## src/hw/rtl/modexp_pkg.sv

```systemverilog
`default_nettype none

package modexp_pkg;

  // Fixed widths of the words and registers
  localparam int OPW        = 31;        // base and result word
  localparam int PROD_W     = 2 * OPW;   // full product of two operands
  localparam int EXP_REG_W  = 32;        // exponent register
  localparam int MOD_REG_W  = 31;        // modulus register
  localparam int APB_DW     = 32;
  localparam int APB_AW     = 3;

  // Defaults for the top-level parameters
  localparam int DEF_EXP_BITS = 32;
  localparam int DEF_MOD_BITS = 31;

  // Reduction retires two product bits per cycle
  localparam int RED_BITS   = 2;
  localparam int RED_CYCLES = PROD_W / RED_BITS;
  localparam int RED_CNT_W  = $clog2(RED_CYCLES);

  // Register index, taken from paddr[2]
  localparam logic REG_EXPONENT = 1'b0;
  localparam logic REG_MODULUS  = 1'b1;

  localparam logic [MOD_REG_W-1:0] MODULUS_RESET = MOD_REG_W'(1);

  // Controller to datapath
  typedef struct packed {
    logic load;        // take a new base, exponent and modulus, set product to one
    logic mul_square;  // multiplier operands: base * base, else product * base
    logic mul_load;    // latch the product and clear the remainder
    logic red_step;    // retire two product bits into the remainder
    logic write_prod;  // remainder replaces the running product
    logic write_base;  // remainder replaces the base
    logic shift_exp;   // drop the exponent bit just used
  } modexp_cmd_t;

  // Datapath to controller
  typedef struct packed {
    logic exp_zero;
    logic exp_lsb;
    logic exp_rest_zero;
  } modexp_sts_t;

endpackage

`default_nettype wire

```

## src/hw/rtl/modexp_ctrl.sv

```systemverilog
`default_nettype none

module modexp_ctrl
  import modexp_pkg::*;
(
  input  wire logic        clk,
  input  wire logic        rst,
  input  wire logic        start,
  input  wire modexp_sts_t sts,
  output modexp_cmd_t      cmd,
  output logic             busy,
  output logic             done
);

  typedef enum logic [5:0] {
    ST_IDLE   = 6'b000001,
    ST_CHECK  = 6'b000010,
    ST_MULT   = 6'b000100,
    ST_REDUCE = 6'b001000,
    ST_WRITE  = 6'b010000,
    ST_DONE   = 6'b100000
  } state_t;

  state_t               state, state_next;
  logic                 square, square_next;
  logic [RED_CNT_W-1:0] red_cnt, red_cnt_next;

  always_comb begin
    state_next   = state;
    square_next  = square;
    red_cnt_next = red_cnt;
    cmd          = '0;
    case (state)
      ST_IDLE: begin
        if (start) begin
          cmd.load   = 1'b1;
          state_next = ST_CHECK;
        end
      end
      ST_CHECK: begin
        if (sts.exp_zero) begin
          state_next = ST_DONE;
        end else begin
          square_next = !sts.exp_lsb;
          state_next  = ST_MULT;
        end
      end
      ST_MULT: begin
        cmd.mul_load   = 1'b1;
        cmd.mul_square = square;
        red_cnt_next   = '0;
        state_next     = ST_REDUCE;
      end
      ST_REDUCE: begin
        cmd.red_step = 1'b1;
        red_cnt_next = red_cnt + RED_CNT_W'(1);
        if (red_cnt == RED_CNT_W'(RED_CYCLES - 1)) begin
          state_next = ST_WRITE;
        end
      end
      ST_WRITE: begin
        if (square) begin
          cmd.write_base = 1'b1;
          cmd.shift_exp  = 1'b1;
          state_next     = ST_CHECK;
        end else begin
          cmd.write_prod = 1'b1;
          // skip the squaring after the top set bit
          if (sts.exp_rest_zero) begin
            state_next = ST_DONE;
          end else begin
            square_next = 1'b1;
            state_next  = ST_MULT;
          end
        end
      end
      ST_DONE: begin
        state_next = ST_IDLE;
      end
      default: begin
        state_next = ST_IDLE;
      end
    endcase
  end

  always_ff @(posedge clk) begin
    if (rst) begin
      state   <= ST_IDLE;
      square  <= 1'b0;
      red_cnt <= '0;
    end else begin
      state   <= state_next;
      square  <= square_next;
      red_cnt <= red_cnt_next;
    end
  end

  assign busy = (state != ST_IDLE);
  assign done = (state == ST_DONE);

endmodule

`default_nettype wire

```

## src/hw/rtl/modexp_dp.sv

```systemverilog
`default_nettype none

module modexp_dp
  import modexp_pkg::*;
#(
  parameter int EXP_BITS = DEF_EXP_BITS,
  parameter int MOD_BITS = DEF_MOD_BITS
) (
  input  wire logic                 clk,
  input  wire modexp_cmd_t          cmd,
  input  wire logic [OPW-1:0]       base_value,
  input  wire logic [EXP_REG_W-1:0] exponent_value,
  input  wire logic [MOD_REG_W-1:0] modulus_value,
  output modexp_sts_t               sts,
  output logic [OPW-1:0]            power_result
);

  localparam int EW = (EXP_BITS < EXP_REG_W) ? EXP_BITS : EXP_REG_W;

  logic [OPW-1:0]      base;
  logic [MOD_BITS-1:0] prod;
  logic [EXP_BITS-1:0] expo;
  logic [MOD_BITS:0]   mod_eff;
  logic [PROD_W-1:0]   mul_sh;
  logic [MOD_BITS-1:0] rem;

  logic [MOD_BITS-1:0] mod_low;
  logic [OPW-1:0]      mul_a;
  logic [MOD_BITS:0]   t1, t2, r1, r2;

  assign mod_low = modulus_value[MOD_BITS-1:0];
  assign mul_a   = cmd.mul_square ? base : OPW'(prod);

  // Two restoring steps: shift in a product bit, subtract the modulus if it fits
  always_comb begin
    t1 = {rem, mul_sh[PROD_W-1]};
    r1 = (t1 >= mod_eff) ? (t1 - mod_eff) : t1;
    t2 = {r1[MOD_BITS-1:0], mul_sh[PROD_W-2]};
    r2 = (t2 >= mod_eff) ? (t2 - mod_eff) : t2;
  end

  always_ff @(posedge clk) begin
    if (cmd.load) begin
      base    <= base_value;
      prod    <= MOD_BITS'(1);
      expo    <= EXP_BITS'(exponent_value[EW-1:0]);
      mod_eff <= (mod_low == '0) ? {1'b1, {MOD_BITS{1'b0}}} : {1'b0, mod_low};
    end
    if (cmd.mul_load) begin
      mul_sh <= PROD_W'(mul_a) * PROD_W'(base);
      rem    <= '0;
    end
    if (cmd.red_step) begin
      mul_sh <= mul_sh << RED_BITS;
      rem    <= r2[MOD_BITS-1:0];
    end
    if (cmd.write_prod) begin
      prod <= rem;
    end
    if (cmd.write_base) begin
      base <= OPW'(rem);
    end
    if (cmd.shift_exp) begin
      expo <= expo >> 1;
    end
  end

  assign sts.exp_zero      = (expo == '0);
  assign sts.exp_lsb       = expo[0];
  assign sts.exp_rest_zero = ((expo >> 1) == '0);

  assign power_result = OPW'(prod);

endmodule

`default_nettype wire

```

## src/hw/rtl/modular_exponentiation.sv

```systemverilog
`default_nettype none
// Channel   | Handshake                        | Payload
// ----------+----------------------------------+------------------------------
// input     | start, busy (taken: start & !busy) | base_value [30:0]
// result    | done (one-cycle strobe)          | power_result [30:0]
// config    | APB: psel penable pwrite pready  | paddr [2:0], pwdata, prdata
//
// Each modular multiplication is a multiplier step, a restoring reducer
// retiring two product bits per cycle, and a write-back step. A zero exponent
// goes from the check straight to the result strobe. Reset is synchronous and
// clears the controller and the registers (exponent 0, modulus 1); done strobes
// each result for one cycle and the receiver cannot stall.

module modular_exponentiation
  import modexp_pkg::*;
#(
  parameter int EXP_BITS = DEF_EXP_BITS,
  parameter int MOD_BITS = DEF_MOD_BITS
) (
  input  wire logic              clk,
  input  wire logic              rst,
  input  wire logic              start,
  input  wire logic [OPW-1:0]    base_value,
  output logic                   busy,
  output logic                   done,
  output logic [OPW-1:0]         power_result,
  input  wire logic              psel,
  input  wire logic              penable,
  input  wire logic              pwrite,
  input  wire logic [APB_AW-1:0] paddr,
  input  wire logic [APB_DW-1:0] pwdata,
  output logic [APB_DW-1:0]      prdata,
  output logic                   pready
);

  logic [EXP_REG_W-1:0] exponent_value;
  logic [MOD_REG_W-1:0] modulus_value;
  logic                 reg_sel;
  logic                 cfg_write;

  modexp_cmd_t cmd;
  modexp_sts_t sts;

  // Configuration registers: word address from paddr[2]
  assign pready    = 1'b1;
  assign reg_sel   = paddr[2];
  assign cfg_write = psel && penable && pwrite && pready;

  always_ff @(posedge clk) begin
    if (rst) begin
      exponent_value <= '0;
      modulus_value  <= MODULUS_RESET;
    end else if (cfg_write) begin
      case (reg_sel)
        REG_EXPONENT: exponent_value <= pwdata[EXP_REG_W-1:0];
        REG_MODULUS:  modulus_value  <= pwdata[MOD_REG_W-1:0];
        default: begin
        end
      endcase
    end
  end

  // Read back the selected register, zero-extended
  always_comb begin
    case (reg_sel)
      REG_EXPONENT: prdata = APB_DW'(exponent_value);
      REG_MODULUS:  prdata = APB_DW'(modulus_value);
      default:      prdata = '0;
    endcase
  end

  // Sequencer: walks the exponent bits and paces multiply and reduce
  modexp_ctrl u_ctrl (
    .clk   (clk),
    .rst   (rst),
    .start (start),
    .sts   (sts),
    .cmd   (cmd),
    .busy  (busy),
    .done  (done)
  );

  // Datapath: base, product, exponent shifter, multiplier and reducer
  modexp_dp #(
    .EXP_BITS (EXP_BITS),
    .MOD_BITS (MOD_BITS)
  ) u_dp (
    .clk            (clk),
    .cmd            (cmd),
    .base_value     (base_value),
    .exponent_value (exponent_value),
    .modulus_value  (modulus_value),
    .sts            (sts),
    .power_result   (power_result)
  );

  // An accepted word always starts the sequencer
  a_accept_busy: assert property (@(posedge clk) disable iff (rst)
    (start && !busy) |=> busy)
    else $error("accepted word did not start the sequencer");

  // The result strobe ends the work and frees the block
  a_done_idle: assert property (@(posedge clk) disable iff (rst)
    done |=> (!busy && !done))
    else $error("block still busy after the result strobe");

  // A result strobe only follows work in progress
  a_done_after_busy: assert property (@(posedge clk) disable iff (rst)
    done |-> (busy && $past(busy)))
    else $error("result strobe without work in progress");

endmodule

`default_nettype wire
```

## config.mk

```make
export PLATFORM = sky130hd
export DESIGN_NAME = modular_exponentiation
export DESIGN_NICKNAME = d
export VERILOG_FILES = /design/src/hw/rtl/modexp_pkg.sv /design/src/hw/rtl/modexp_ctrl.sv /design/src/hw/rtl/modexp_dp.sv /design/src/hw/rtl/modular_exponentiation.sv
export SDC_FILE = /design/constraint.sdc
export NUM_CORES = 2
export LEC_CHECK = 0
export CAP_MARGIN = 20
export CORE_MARGIN = 3
export CORE_UTILIZATION = 50
export DETAILED_ROUTE_END_ITERATION = 8
export DONT_BUFFER_PORTS = 1
export GPL_ROUTABILITY_DRIVEN = 1
export SLEW_MARGIN = 20
export SYNTH_ARGS = -nofsm -noshare
export SYNTH_HDL_FRONTEND = slang
export SYNTH_SLANG_ARGS = --single-unit
export TNS_END_PERCENT = 1
```

## constraint.sdc

```tcl
create_clock -name clk -period 16.85 [get_ports clk]
set_input_delay 2.5275 -clock clk [delete_from_list [all_inputs] [get_ports clk]]
set_output_delay 2.5275 -clock clk [all_outputs]
set_load 0.1 [all_outputs]
```

==> impl_metrics.tcl <==
set metrics [dict create \
    critPathTopFamily "adder cells" \
    use_met2_pct 43.77 \
    synth_edf_count 216 \
    antenna_found_initial 18 \
    dr.pass1.iters 5 \
    layout.nets 6109 \
    place_ws_ns 6.639 \
    syn_nets 6315 \
    critPathCaptureType "flip-flop" \
    grt_pass1_wl_um 205000 \
    hp-class "reg2reg" \
    cp.required_ns 17.18 \
    ctsHtreeMaxLevel 1 \
    wl_um 126000 \
    drc 0 \
    clock_tree.root_cell "clkbuf_16" \
    synth_commonest_cells "841 x nand2_1, 839 x fa_1, 828 x inv_1" \
    core_area_um2 93470 \
    finalHoldViolCount 0 \
    post_cts_resized 0 \
    reg2reg_depth 29 \
    post_drt_wl_per_cell_um 20.46 \
    track_usage_pct 26.51 \
    gp_congestion 0.8784 \
    synth_area_leaders "fa_1 36%, edfxtp_1 14%, ha_1 8.5%, and2_1 6.9%, nand2_1 6.7%" \
    setup_slack_ns 6.528 \
    reg2reg_from "u_ctrl.state[4]" \
    avgViaCountPerCell 5.490 \
    cts_buffers 31 \
    finalMaxSlewViolations 0 \
    grt-ovfl-total 0 \
    cts_tree "yes" \
    postCtsHoldBufs 0 \
    drv_cap 0 \
    reg2reg_to "u_dp.mul_sh[61]" \
    path_depth 29 \
    drt-initial-drc-count 2293 \
    ant_nets 0 \
    startpoint_type "flip-flop" \
    die_w_um 313.2 \
    setup_viol 0 \
    path_buf_inv 4 \
    yosysSeqAreaShare_pct 17.06 \
    cp_slowest_cell "fa_1" \
    synth.avg_cell_area_um2 9.283 \
    hpwl_um 97310 \
    post-cts-setup-buffers 0 \
    grt_max_degree 76 \
    vias 33830 \
    fin_util_pct 52.81 \
    worst_pin_slew_ns 1.138 \
    slowest_delay_ns 0.66 \
    ys_seq_elements 294 \
    yosys_most_used_dff "edfxtp_1" \
    io_pins 138 \
    syn-instance-count 5083 \
    r2r_setup_slack_ns 6.53 \
    synth_top_area_share_pct 35.60 \
    synth-async-reset-ratio_pct 0 \
    outcome "complete, no violations" \
    syn-cell-area_um2 47180 \
    grt_pass1_vias 35390 \
    met1_usage_pct 37.78 \
    whs_ns 0.4530 \
    die_h_um 313.2 \
    yosysTopAreaCell "fa_1" \
    path_common_cell "fa_1" \
    cts_sinks 294 \
    clockBufferDepth 3 \
    critPathCapture "u_dp.mul_sh[61]" \
    start_util_pct 50.48 \
    busiest_layer "met2" \
    fin_tns_setup_ns 0 \
    worstPathArrival_ns 10.65 \
    rows 112 \
    fin_crit_ns 10.32 \
    clock_latency_ns 0.60 \
    drive_gt1_share_pct 5.814 \
    slew_headroom_pct 23.77 \
    yosys_warnings 0 \
    rsz0062_at_grt "no" \
    areaGrowthSynthToFinish_pct 4.609 \
    synth_most_common_cell "nand2_1" \
    worstSetupPathType "reg2reg" \
    skew_ns 0.01766 \
    path_max_fanout 61 \
    use_met3_pct 4.423 \
    io_buffers 0 \
    startpoint "u_ctrl.state[4]" \
    die_area_um2 98090 \
    clk_pin_slew_ns 0.06 \
    synth_cell_types 78 \
    fmax_mhz 96.88 \
    fin_crit_sh_pct 61.26 \
]
## how the worst min path moves through the flow
stage / startpoint / endpoint / slack, ns / cells after the start
after global routing: u_dp.mul_sh[0] / u_dp.mul_sh[0] / 0.48 / 2
after global placement: u_dp.mul_sh[0] / u_dp.mul_sh[0] / 0.44 / 2
final: u_dp.mul_sh[0] / u_dp.mul_sh[0] / 0.45 / 2
after CTS: u_dp.mul_sh[0] / u_dp.mul_sh[0] / 0.45 / 2
after detailed placement: u_dp.mul_sh[0] / u_dp.mul_sh[0] / 0.44 / 2
after floorplan: u_dp.mul_sh[0] / u_dp.mul_sh[0] / 0.43 / 2
## layout make-up
cell class	count	area, um^2
Multi-Input combinational cell	3632	34850
Antenna cell	6	15.01
Clock buffer	37	859.6
Timing Repair Buffer	89	728.2
Tap cell	1254	1569
Inverter	829	3114
Sequential cell	294	8048
Fill cell	8673	44110
Clock inverter	21	172.7
## through the flow
step | std cells | instance area (um^2)
6_report | 6162 | 49360
5_1_grt | 6156 | 49340
4_1_cts | 6155 | 49320
3_5_place_dp | 6097 | 48280
3_3_place_gp | 6096 | 48250
2_1_floorplan | 5083 | 47180
## worst min-delay path, cell delays in order (launching register included)
cell	delay, ns
dfxtp_1	0.31
nand2_1	0.05
a21oi_1	0.05
## placed cells by master (no fill, tap or decap), types with 76 or more instances in the layout
master      n
a21o_1     76
a21oi_1   192
and2_1    523
buf_4      86
dfxtp_1    78
edfxtp_1  216
fa_1      839
ha_1      321
inv_1     827
mux2_2    101
nand2_1   831
nor2_1     87
o21ai_0   145
## per-layer routing
| metal | share of wire (%) | routed length, um | vias up |
|---|---|---|---|
| met2 | 47 | 59510 | 932 |
| li1 | - | - | 15460 |
| met4 | 1.3 | 1579 | 12 |
| met3 | 7.2 | 9051 | 107 |
| met1 | 44 | 55830 | 17320 |
| met5 | 0.064 | 81 | - |
## registers in the layout, summed over array words and instances (netlist names)
signal and count:
u_dp.base 31, u_ctrl.red_cnt 5, exponent_value 32, u_dp.mul_sh 62
u_dp.power_result 31, u_dp.mod_eff 32, u_dp.expo 32, modulus_value 31
u_ctrl.state 6, u_dp.rem 31, u_ctrl.square 1
## cells by family after synthesis
| family | Yosys count | synth area share [%] |
|---|---|---|
| adders and majority gates | 1160 | 44.11 |
| other | 1 | 0.007948 |
| AOI/OAI and AO/OA | 612 | 8.220 |
| xor gates and xnor gates | 107 | 1.986 |
| muxes | 103 | 2.453 |
| DFF | 294 | 17.06 |
| and+or+nand+nor | 1649 | 16.94 |
| buffers and inverters | 1157 | 9.231 |
Power is not shown: default switching activity piles up to over one toggle a cycle in this logic, so the estimate is an artifact.
